[src/rtl/uep0_pkg.sv]
package uep0_pkg;

  localparam int CfgIdxW = 3;
  localparam int CfgDataW = 8;
  localparam int NumStr = 4;

  // configuration register indexes
  localparam logic [CfgIdxW-1:0] REG_MAX_PACKET_LOG2 = 3'd0;
  localparam logic [CfgIdxW-1:0] REG_LANGUAGE_LEN    = 3'd1;
  localparam logic [CfgIdxW-1:0] REG_MAKER_LEN       = 3'd2;
  localparam logic [CfgIdxW-1:0] REG_PRODUCT_LEN     = 3'd3;
  localparam logic [CfgIdxW-1:0] REG_SERIAL_LEN      = 3'd4;
  localparam logic [CfgIdxW-1:0] REG_REPORT_LEN      = 3'd5;

  localparam logic [2:0] MPS_LOG2_MIN = 3'd3;
  localparam logic [2:0] MPS_LOG2_MAX = 3'd6;

  // descriptor sources
  localparam logic [2:0] SRC_NONE     = 3'd0;
  localparam logic [2:0] SRC_DEVICE   = 3'd1;
  localparam logic [2:0] SRC_CONFIG   = 3'd2;
  localparam logic [2:0] SRC_LANGUAGE = 3'd3;
  localparam logic [2:0] SRC_REPORT   = 3'd7;

  // outcome codes
  localparam logic [1:0] OUTCOME_DONE    = 2'd0;
  localparam logic [1:0] OUTCOME_IGNORED = 2'd1;
  localparam logic [1:0] OUTCOME_UNKNOWN = 2'd2;

  // bmRequestType type field
  localparam logic [1:0] TYPE_STANDARD = 2'd0;
  localparam logic [1:0] TYPE_CLASS    = 2'd1;
  localparam logic [1:0] TYPE_VENDOR   = 2'd2;

  // bRequest codes
  localparam logic [7:0] REQ_GET_STATUS        = 8'h00;
  localparam logic [7:0] REQ_CLEAR_FEATURE     = 8'h01;
  localparam logic [7:0] REQ_SET_FEATURE       = 8'h03;
  localparam logic [7:0] REQ_SET_ADDRESS       = 8'h05;
  localparam logic [7:0] REQ_GET_DESCRIPTOR    = 8'h06;
  localparam logic [7:0] REQ_SET_DESCRIPTOR    = 8'h07;
  localparam logic [7:0] REQ_GET_CONFIGURATION = 8'h08;
  localparam logic [7:0] REQ_SET_CONFIGURATION = 8'h09;
  localparam logic [7:0] REQ_GET_INTERFACE     = 8'h0a;
  localparam logic [7:0] REQ_SET_INTERFACE     = 8'h0b;
  localparam logic [7:0] REQ_SYNCH_FRAME       = 8'h0c;
  localparam logic [7:0] REQ_SET_IDLE          = 8'h0a;

  // descriptor types
  localparam logic [7:0] DESC_DEVICE = 8'h01;
  localparam logic [7:0] DESC_CONFIG = 8'h02;
  localparam logic [7:0] DESC_STRING = 8'h03;
  localparam logic [7:0] DESC_REPORT = 8'h22;

  localparam logic [7:0] DEVICE_DESC_LEN = 8'd18;

  typedef struct packed {
    logic [6:0]              mps;
    logic [NumStr-1:0][7:0]  str_len;
    logic [7:0]              report_len;
  } cfg_t;

  typedef struct packed {
    logic       req_type;
    logic       is_setup;
    logic [7:0] request_bits;
    logic [7:0] request_code;
    logic [7:0] value_low;
    logic [7:0] value_high;
    logic [7:0] length_low;
  } req_t;

  typedef struct packed {
    logic [7:0] remaining;
    logic [7:0] offset;
    logic [2:0] source;
    logic       zlp_due;
  } xfer_t;

  typedef struct packed {
    logic       setup_ack;
    logic       packet_send;
    logic [2:0] packet_source;
    logic [7:0] packet_offset;
    logic [6:0] packet_length;
    logic       address_write;
    logic [6:0] device_address;
    logic       endpoints_write;
    logic       endpoints_enable;
    logic [1:0] outcome;
  } result_t;

endpackage

[src/rtl/uep0_cfg.sv]
module uep0_cfg (
  input  logic                           clk,
  input  logic                           rst,
  input  logic                           cfg_write,
  input  logic [uep0_pkg::CfgIdxW-1:0]   cfg_index,
  input  logic [uep0_pkg::CfgDataW-1:0]  cfg_data,
  output uep0_pkg::cfg_t                 cfg
);
  import uep0_pkg::*;

  logic [2:0] mps_log2;
  logic [7:0] language_len;
  logic [7:0] maker_len;
  logic [7:0] product_len;
  logic [7:0] serial_len;
  logic [7:0] report_len;
  logic [2:0] mps_log2_clamped;

  always_ff @(posedge clk) begin
    if (rst) begin
      mps_log2     <= 3'd4;
      language_len <= 8'd4;
      maker_len    <= 8'd52;
      product_len  <= 8'd28;
      serial_len   <= 8'd22;
      report_len   <= 8'd52;
    end else if (cfg_write) begin
      unique case (cfg_index)
        REG_MAX_PACKET_LOG2: mps_log2     <= cfg_data[2:0];
        REG_LANGUAGE_LEN:    language_len <= cfg_data;
        REG_MAKER_LEN:       maker_len    <= cfg_data;
        REG_PRODUCT_LEN:     product_len  <= cfg_data;
        REG_SERIAL_LEN:      serial_len   <= cfg_data;
        REG_REPORT_LEN:      report_len   <= cfg_data;
        default: ;
      endcase
    end
  end

  always_comb begin
    priority if (mps_log2 < MPS_LOG2_MIN) mps_log2_clamped = MPS_LOG2_MIN;
    else if (mps_log2 > MPS_LOG2_MAX)     mps_log2_clamped = MPS_LOG2_MAX;
    else                                   mps_log2_clamped = mps_log2;
  end

  assign cfg.mps        = 7'(7'd1 << mps_log2_clamped);
  assign cfg.str_len[0] = language_len;
  assign cfg.str_len[1] = maker_len;
  assign cfg.str_len[2] = product_len;
  assign cfg.str_len[3] = serial_len;
  assign cfg.report_len = report_len;

endmodule

[src/rtl/uep0_decode.sv]
module uep0_decode (
  input  uep0_pkg::cfg_t     cfg,
  input  uep0_pkg::req_t     req,
  input  uep0_pkg::xfer_t    xfer,
  output uep0_pkg::xfer_t    xfer_next,
  output uep0_pkg::result_t  res
);
  import uep0_pkg::*;

  typedef struct packed {
    xfer_t      st;
    logic       send;
    logic [2:0] source;
    logic [7:0] offset;
    logic [6:0] length;
  } chunk_t;

  function automatic chunk_t next_chunk(xfer_t s, logic [6:0] mps);
    chunk_t c;
    c = '0;
    c.st = s;
    priority if (s.remaining > {1'b0, mps}) begin
      c.send = 1'b1;
      c.source = s.source;
      c.offset = s.offset;
      c.length = mps;
      c.st.remaining = s.remaining - {1'b0, mps};
      c.st.offset = s.offset + {1'b0, mps};
    end else if (s.remaining != 8'd0) begin
      c.send = 1'b1;
      c.source = s.source;
      c.offset = s.offset;
      c.length = s.remaining[6:0];
      c.st.remaining = 8'd0;
    end else if (s.zlp_due) begin
      c.send = 1'b1;
      c.st.zlp_due = 1'b0;
    end
    return c;
  endfunction

  function automatic xfer_t start_reply(logic [2:0] src, logic [7:0] len,
                                        logic [7:0] want, logic [6:0] mps);
    xfer_t s;
    s.source = src;
    s.offset = 8'd0;
    if (want > len) begin
      s.remaining = len;
      s.zlp_due = (len & {1'b0, mps - 7'd1}) == 8'd0;
    end else begin
      s.remaining = want;
      s.zlp_due = 1'b0;
    end
    return s;
  endfunction

  localparam xfer_t STATUS_XFER = '{remaining: 8'd0, offset: 8'd0,
                                    source: SRC_NONE, zlp_due: 1'b1};

  logic [1:0] rtype;
  logic [1:0] code_outcome;
  xfer_t      started;
  chunk_t     chunk_in;
  chunk_t     chunk_go;
  logic       addr_wr;
  logic       ep_wr;

  assign rtype = req.request_bits[6:5];

  // setup decode: outcome and transfer state it starts
  always_comb begin
    code_outcome = OUTCOME_DONE;
    started = xfer;
    addr_wr = 1'b0;
    ep_wr = 1'b0;
    if (req.request_bits[7]) begin
      priority if (rtype == TYPE_CLASS || rtype == TYPE_VENDOR) begin
        code_outcome = OUTCOME_IGNORED;
      end else if (rtype != TYPE_STANDARD) begin
        code_outcome = OUTCOME_UNKNOWN;
      end else if (req.request_code == REQ_GET_CONFIGURATION ||
                   req.request_code == REQ_GET_INTERFACE ||
                   req.request_code == REQ_GET_STATUS ||
                   req.request_code == REQ_SYNCH_FRAME) begin
        code_outcome = OUTCOME_IGNORED;
      end else if (req.request_code != REQ_GET_DESCRIPTOR) begin
        code_outcome = OUTCOME_UNKNOWN;
      end else if (req.value_high == DESC_DEVICE) begin
        started = start_reply(SRC_DEVICE, DEVICE_DESC_LEN, req.length_low, cfg.mps);
      end else if (req.value_high == DESC_CONFIG) begin
        started = '{remaining: req.length_low, offset: 8'd0,
                    source: SRC_CONFIG, zlp_due: 1'b0};
      end else if (req.value_high == DESC_STRING) begin
        if (req.value_low < 8'(NumStr)) begin
          started = start_reply(SRC_LANGUAGE + {1'b0, req.value_low[1:0]},
                                cfg.str_len[req.value_low[1:0]],
                                req.length_low, cfg.mps);
        end else begin
          started = STATUS_XFER;
        end
      end else if (req.value_high == DESC_REPORT) begin
        started = start_reply(SRC_REPORT, cfg.report_len, req.length_low, cfg.mps);
      end else begin
        code_outcome = OUTCOME_UNKNOWN;
      end
    end else begin
      priority if (rtype == TYPE_VENDOR) begin
        code_outcome = OUTCOME_IGNORED;
      end else if (rtype == TYPE_CLASS) begin
        if (req.request_code == REQ_SET_IDLE) started = STATUS_XFER;
        else code_outcome = OUTCOME_UNKNOWN;
      end else if (rtype != TYPE_STANDARD) begin
        code_outcome = OUTCOME_UNKNOWN;
      end else if (req.request_code == REQ_CLEAR_FEATURE ||
                   req.request_code == REQ_SET_DESCRIPTOR ||
                   req.request_code == REQ_SET_FEATURE ||
                   req.request_code == REQ_SET_INTERFACE) begin
        code_outcome = OUTCOME_IGNORED;
      end else if (req.request_code == REQ_SET_ADDRESS) begin
        addr_wr = 1'b1;
        started = STATUS_XFER;
      end else if (req.request_code == REQ_SET_CONFIGURATION) begin
        ep_wr = 1'b1;
        started = STATUS_XFER;
      end else begin
        code_outcome = OUTCOME_UNKNOWN;
      end
    end
  end

  assign chunk_in = next_chunk(xfer, cfg.mps);
  assign chunk_go = next_chunk(started, cfg.mps);

  always_comb begin
    res = '0;
    xfer_next = xfer;
    priority if (req.req_type) begin
      res.packet_send   = chunk_in.send;
      res.packet_source = chunk_in.source;
      res.packet_offset = chunk_in.offset;
      res.packet_length = chunk_in.length;
      res.outcome       = chunk_in.send ? OUTCOME_DONE : OUTCOME_IGNORED;
      xfer_next         = chunk_in.st;
    end else if (!req.is_setup) begin
      res.outcome = OUTCOME_IGNORED;
    end else begin
      res.setup_ack = 1'b1;
      res.outcome = code_outcome;
      if (code_outcome == OUTCOME_DONE) begin
        res.packet_send      = chunk_go.send;
        res.packet_source    = chunk_go.source;
        res.packet_offset    = chunk_go.offset;
        res.packet_length    = chunk_go.length;
        res.address_write    = addr_wr;
        res.device_address   = addr_wr ? req.value_low[6:0] : 7'd0;
        res.endpoints_write  = ep_wr;
        res.endpoints_enable = ep_wr && (req.value_low != 8'd0);
        xfer_next            = chunk_go.st;
      end
    end
  end

endmodule

[src/rtl/usb_ep0_request_responder_top.sv]
// Endpoint zero control request responder.
// Input channel (in_valid/in_stall): one request per transfer event, either a
// packet received on endpoint zero OUT (setup or not) or an IN packet done.
// Output channel (out_valid/out_stall): exactly one result per request, with
// setup acknowledge, the next IN packet to load (descriptor source, offset,
// length, or a zero-length packet), device address / endpoint enable writes
// and an outcome code.
// Configuration port: cfg_write with cfg_index/cfg_data; the user must write
// it only while the block holds no request, which the block does not enforce;
// max packet size is log2, clamped to 8..64. A request is captured in the
// input register, then decoded into the result register that drives out_valid.
// Throughput: one request per cycle while out_stall is low; the transfer state
// updates with the decode, in the same cycle, so the next request sees it.
// When out_stall is held the result register holds its value and one more
// request may wait in the input register; in_stall rises when both are full.
// Reset clears both stages, the transfer state, and sets the configuration
// registers to their default values.
module usb_ep0_request_responder_top (
  input  logic                           clk,
  input  logic                           rst,
  input  logic                           in_valid,
  output logic                           in_stall,
  input  logic                           req_type,
  input  logic                           is_setup,
  input  logic [7:0]                     request_bits,
  input  logic [7:0]                     request_code,
  input  logic [7:0]                     value_low,
  input  logic [7:0]                     value_high,
  input  logic [7:0]                     length_low,
  output logic                           out_valid,
  input  logic                           out_stall,
  output logic                           setup_ack,
  output logic                           packet_send,
  output logic [2:0]                     packet_source,
  output logic [7:0]                     packet_offset,
  output logic [6:0]                     packet_length,
  output logic                           address_write,
  output logic [6:0]                     device_address,
  output logic                           endpoints_write,
  output logic                           endpoints_enable,
  output logic [1:0]                     outcome,
  input  logic                           cfg_write,
  input  logic [uep0_pkg::CfgIdxW-1:0]   cfg_index,
  input  logic [uep0_pkg::CfgDataW-1:0]  cfg_data
);
  import uep0_pkg::*;

  cfg_t    cfg;
  req_t    req;
  logic    req_valid;
  xfer_t   xfer;
  xfer_t   xfer_next;
  result_t res;
  result_t res_next;
  logic    advance;

  uep0_cfg u_cfg (
    .clk       (clk),
    .rst       (rst),
    .cfg_write (cfg_write),
    .cfg_index (cfg_index),
    .cfg_data  (cfg_data),
    .cfg       (cfg)
  );

  uep0_decode u_decode (
    .cfg       (cfg),
    .req       (req),
    .xfer      (xfer),
    .xfer_next (xfer_next),
    .res       (res_next)
  );

  assign advance  = !out_valid || !out_stall;
  assign in_stall = req_valid && !advance;

  always_ff @(posedge clk) begin
    if (rst) begin
      req_valid <= 1'b0;
    end else if (in_valid && !in_stall) begin
      req_valid <= 1'b1;
    end else if (advance) begin
      req_valid <= 1'b0;
    end
  end

  always_ff @(posedge clk) begin
    if (in_valid && !in_stall) begin
      req <= '{req_type: req_type, is_setup: is_setup, request_bits: request_bits,
               request_code: request_code, value_low: value_low,
               value_high: value_high, length_low: length_low};
    end
  end

  always_ff @(posedge clk) begin
    if (rst) begin
      out_valid <= 1'b0;
      xfer      <= '0;
    end else if (advance) begin
      out_valid <= req_valid;
      if (req_valid) xfer <= xfer_next;
    end
  end

  always_ff @(posedge clk) begin
    if (advance && req_valid) res <= res_next;
  end

  assign setup_ack        = res.setup_ack;
  assign packet_send      = res.packet_send;
  assign packet_source    = res.packet_source;
  assign packet_offset    = res.packet_offset;
  assign packet_length    = res.packet_length;
  assign address_write    = res.address_write;
  assign device_address   = res.device_address;
  assign endpoints_write  = res.endpoints_write;
  assign endpoints_enable = res.endpoints_enable;
  assign outcome          = res.outcome;

  // packets never exceed max packet size
  assert property (@(posedge clk) disable iff (rst)
    out_valid |-> ({1'b0, packet_length} <= {1'b0, cfg.mps}))
    else $error("packet longer than max packet size");

  // zero-length or absent packet carries no source or offset
  assert property (@(posedge clk) disable iff (rst)
    out_valid && packet_length == 7'd0 |->
      packet_source == SRC_NONE && packet_offset == 8'd0)
    else $error("empty packet with descriptor source");

  // register writes only on an acknowledged, acted-on setup
  assert property (@(posedge clk) disable iff (rst)
    out_valid && (address_write || endpoints_write) |->
      setup_ack && outcome == OUTCOME_DONE && !(address_write && endpoints_write))
    else $error("register write without acted-on setup");

  // input stage only stalls while holding a request behind a stalled result
  assert property (@(posedge clk) disable iff (rst)
    in_stall |-> req_valid && out_valid && out_stall)
    else $error("input stalled without backpressure");

  // transfer state moves only when a request is decoded
  assert property (@(posedge clk) disable iff (rst)
    !(req_valid && advance) |=> $stable(xfer))
    else $error("transfer state changed without a request");

endmodule

[config.mk]
export PLATFORM = sky130hd
export DESIGN_NAME = usb_ep0_request_responder_top
export DESIGN_NICKNAME = d
export VERILOG_FILES = /design/src/rtl/uep0_pkg.sv /design/src/rtl/uep0_cfg.sv /design/src/rtl/uep0_decode.sv /design/src/rtl/usb_ep0_request_responder_top.sv
export SDC_FILE = /design/constraint.sdc
export NUM_CORES = 1
export LEC_CHECK = 0
export CORE_ASPECT_RATIO = 2
export CORE_MARGIN = 2
export CORE_UTILIZATION = 53
export CTS_CLUSTER_DIAMETER = 50
export DETAILED_ROUTE_END_ITERATION = 10
export DONT_BUFFER_PORTS = 1
export GPL_TIMING_DRIVEN = 0
export PLACE_DENSITY = 0.68
export SLEW_MARGIN = 25
export SYNTH_ARGS = -nofsm -noshare
export SYNTH_HDL_FRONTEND = slang
export SYNTH_HIERARCHICAL = 1
export SYNTH_SLANG_ARGS = --single-unit
[constraint.sdc]
create_clock -name clk -period 12.1 [get_ports clk]
set_clock_uncertainty 0.05 [all_clocks]
set_input_delay 3.63 -clock clk [delete_from_list [all_inputs] [get_ports clk]]
set_output_delay 3.63 -clock clk [all_outputs]
set_load 0.01 [all_outputs]
# After elaboration in Yosys (flattened, before gate mapping)
# Cells that the tools add are included.
[classes]
n_mux = 86
n_shift = 1
n_reduce_logical = 41
bitwise = 6
add_sub_neg = 6
order_cmp = 9
eq_ne = 25
[op_table]
columns = ["operator", "count"]
rows = [
  ["20-bit 2-to-1 mux", 20],
  ["8-bit 2-to-1 mux", 10],
  ["19-bit 2-to-1 mux", 3],
  ["8-bit by 4-bit equality test with 1-bit output (second input constant)", 5],
  ["18-bit 2-to-1 mux", 2],
  ["2-bit 2-to-1 mux", 18],
  ["8-bit zero test", 4],
  ["30-bit 2-to-1 mux", 1],
  ["29-bit 2-to-1 mux", 1],
  ["1-bit 2-to-1 mux", 27],
  ["8-bit by 2-bit equality test with 1-bit output (second input constant)", 3],
  ["8-bit nonzero test", 3],
  ["8-bit by 7-bit adder with 8-bit output", 2],
  ["8-bit by 7-bit AND with 8-bit output", 2],
  ["8-bit binary-select mux with 2-bit select", 1],
  ["8-bit by 1-bit equality test with 1-bit output (second input constant)", 2],
  ["8-bit by 3-bit equality test with 1-bit output (second input constant)", 2],
  ["8-bit by 7-bit greater-than comparator with 1-bit output", 2],
  ["8-bit greater-than comparator", 2],
  ["8-bit by 7-bit subtractor with 8-bit output", 2],
  ["5-bit AND reduction", 3],
  ["2-bit AND reduction", 6],
  ["8-bit by 6-bit equality test with 1-bit output (second input constant)", 1],
  ["8-bit by 5-bit greater-than comparator with 1-bit output (second input constant)", 1],
  ["28 further kinds", 51],
]
[word_totals]
regBits = 139
in_bits = 58

# Depth between registers and ports, before layout
[logic_depth]
word_depth = 23
depth_mapped = 27

# Modules after synthesis
# Netlist, hierarchy kept.
[modules_own_cells]
columns = ["mod", "seq_area_each_um2", "area_each_um2", "n_inst", "cells_each"]
rows = [
  ["uep0_decode", 0.0, 4287.9, 1, 617],
  ["usb_ep0_request_responder_top", 2662.6, 3206.8, 1, 170],
  ["uep0_cfg", 860.8, 1769.2, 1, 169],
]

# Worst setup path after synthesis
# OpenSTA, ideal clock, no wires.
[synth_timing]
kind = "input to output"
startpoint = "input port out_stall"
endpoint = "output port in_stall"
cell_stages = 2
setup_slack_ns = 4.595
arrival_time_ns = 3.825
cell_sequence = "nand3_1 > inv_1"
[synth_between]
elab_chain_len = 4
[synth_lines]
columns = ["item", "line", "source"]
rows = [
  ["start, declared", "usb_ep0_request_responder_top.sv:31", "input logic out_stall,"],
  ["1-bit zero test", "usb_ep0_request_responder_top.sv:74", "assign advance = !out_valid || !out_stall;"],
  ["1-bit logical OR", "usb_ep0_request_responder_top.sv:74", ""],
  ["1-bit zero test", "usb_ep0_request_responder_top.sv:75", "assign in_stall = req_valid && !advance;"],
  ["1-bit logical AND", "usb_ep0_request_responder_top.sv:75", ""],
  ["end, declared", "usb_ep0_request_responder_top.sv:22", "output logic in_stall,"],
]
# Every way passes these cells.

# Worst setup path after layout
# Same ends and word-level chain as after synthesis.

==> results.sh <==
export IMPL_start_util_pct=54.4
export IMPL_cpPeakStageDelay_ns=0.18
export IMPL_clockBufferDepth=2
export IMPL_vias=7464
export IMPL_cts_buffers=17
export IMPL_syn_area_um2=9110
export IMPL_peakVddDrop_mv=0.101
export IMPL_cts_hold_buf=0
export IMPL_hold_path_depth=2
export IMPL_ant_nets=0
export IMPL_reg2regPathDepth=23
export IMPL_status="completed"
export IMPL_fill_cells=1466
export IMPL_rsz0062_at_grt="no"
export IMPL_drv_cap=0
export IMPL_cts_resized=0
export IMPL_drt_iter0_drc=508
export IMPL_row_count=67
export IMPL_whs_ns=0.427
export IMPL_die_x_um=96.7
export IMPL_finalCriticalPeriod_ns=7.56
export IMPL_power_frac_comb_pct=12.4
export IMPL_avgSynthCellArea_um2=9.58
export IMPL_cp_required_ns=8.42
export IMPL_swShare_pct=26.8
export IMPL_cts_setup_buffers=0
export IMPL_gr_total_overflow=0
export IMPL_grt_pass1_vias=7374
export IMPL_drive_above_1_share_pct=9.54
export IMPL_drt_pass1_iter_count=6
export IMPL_crit_buf_inv=1
export IMPL_slew_headroom_pct=32.2
export IMPL_ys_warn_count=6
export IMPL_end_kind="primary output"
export IMPL_critPathMaxFanout=3
export IMPL_syn_inst=951
export IMPL_setup_tns_ns=0
export IMPL_rr_startpoint="req[17]"
export IMPL_fin_nets=1085
export IMPL_area_delta_synth_final_pct=9.93
export IMPL_finalWeightedCongestion=0.986
export IMPL_powerDensity_nw_per_um2=120
export IMPL_drc_errors=0
export IMPL_crit_arrival_ns=3.88
export IMPL_chipHeight_um=189
export IMPL_cp_top_family="buffers and inverters"
export IMPL_pwr_share_seq_pct=42.8
export IMPL_core_area_um2=16800
export IMPL_antennaDiodeCount=0
export IMPL_h_tree_depth=4
export IMPL_finalSetupViolCount=0
export IMPL_antenna_found_initial=0
export IMPL_criticalPathCategory="primary input to primary output"
export IMPL_portBuffers=0
export IMPL_hold_path_startpoint="u_cfg/language_len[3]"
export IMPL_cts_sinks=134
export IMPL_power_leakage_nw=3.91
export IMPL_via_per_inst=6.26
export IMPL_cts_root_buffer="clkbuf_16"
export IMPL_worst_hold_path_endpoint="u_cfg/language_len[3]"
export IMPL_worstSkewPairLatency_ns=0.43
export IMPL_pin_count=92
export IMPL_critPathLaunchType="primary input"
export IMPL_cts_tree="yes"
export IMPL_clk_pin_slew_ns=0.06
export IMPL_hold_viol_final=0
export IMPL_worstPathCellList="nand3_1, inv_1"
export IMPL_setup_ws_ns=4.54
export IMPL_min_period_over_period_pct=62.5
export IMPL_cpMaxStageDelayCell="inv_1"
export IMPL_dp_hpwl_mm=20.2
export IMPL_clkPwrFrac_pct=44.8
export IMPL_reg2reg_to="xfer[17]"
export IMPL_p_int_mw=0.880
export IMPL_tightest_slew_ns=1.01
export IMPL_place_ws_ns=4.53
export IMPL_wire_per_inst_um=22.0
export IMPL_final_max_slew_viol_count=0
export IMPL_grt_first_pass_wirelength_mm=40.1
export IMPL_wl_mm=26.2
export IMPL_grt_usage_pct=28.2
export IMPL_grt_max_degree=42
export IMPL_die_area_um2=18300
export IMPL_clock_fmax_mhz=132
export IMPL_hp_class="flop to flop"
export IMPL_power_net_switching_mw=0.322
export IMPL_regToRegSetupSlack_ns=5.69
==> metal layers <==
metal	wire [um]	vias to the layer above	GRT usage [%]
met3	906	105	3.91
met2	14600	263	54.4
met5	0	-	0
met1	8890	3570	26.4
met4	1880	0	20.2
li1	-	3526	-
==> cells in the final DEF, fill, tap and decap left out, types with 7 or more instances in the layout <==
cell       instances
a211o_1            7
a21o_1            10
a21oi_1           64
a221oi_1           8
a31oi_1           10
and2_1            24
buf_2             12
clkbuf_1          25
clkbuf_16         17
dfxtp_1           65
edfxtp_1          69
ha_1              50
inv_1             46
mux2i_1           78
nand2_1           40
nand2b_1          87
nand3_1           21
nand4_1            9
nor2_1            58
nor2b_1           24
nor3_1            21
o211ai_1          13
o21ai_0           42
o22ai_1           10
xnor2_1           11
==> stage by stage <==
| stage | power, mW | instances | instance area, um^2 | util (%) |
|---|---|---|---|---|
| after detailed placement | 0.667 | 1161 | 9420 | 56.2 |
| after global routing | 1.24 | 1192 | 10000 | 59.8 |
| after global placement | 0.664 | 1160 | 9380 | 55.9 |
| after floorplan | 0.626 | 953 | 9120 | - |
| after CTS | 1.20 | 1192 | 10000 | 59.8 |
| final | 1.20 | 1192 | 10000 | 59.8 |
==> area by class of cell <==
class	count	area, um^2	area share, %
clock buffer	18	429	4.28
clock inverter	13	174	1.74
timing repair buffer	1	27.5	0.275
tap	207	259	2.59
multi-input combinational	725	5330	53.2
sequential	134	3370	33.7
inverter	47	176	1.76
buffer	47	251	2.51
==> power groups by stage <==
stage               Sequential [mW]  Combinational [mW]  Clock [mW]
floorplan                     0.518               0.108           0
global placement              0.524               0.140           0
detailed placement            0.524               0.143           0
CTS                           0.514               0.144       0.542
global route                  0.516               0.160       0.561
finish                        0.514               0.149       0.539
==> sequential cells by signal, summed over array words and instances (netlist names), 2 cells and up <==
register / count
u_cfg/report_len: 8
device_address: 7
u_cfg/serial_len: 8
u_cfg/maker_len: 8
u_cfg/language_len: 8
packet_length: 7
packet_offset: 8
u_cfg/product_len: 8
xfer: 20
u_cfg/mps_log2: 3
req: 37
packet_source: 3
outcome: 2
==> worst max path at each step <==
| stage | from | endpoint | slack [ns] | depth (start not counted) |
|---|---|---|---|---|
| 2_1_floorplan | out_stall | in_stall | 4.60 | 2 |
| 3_3_place_gp | out_stall | in_stall | 4.58 | 2 |
| 3_5_place_dp | out_stall | in_stall | 4.53 | 2 |
| 4_1_cts | out_stall | in_stall | 4.53 | 2 |
| 5_1_grt | out_stall | in_stall | 4.49 | 2 |
| 6_report | out_stall | in_stall | 4.54 | 2 |
(Power assumes the default switching activity.)
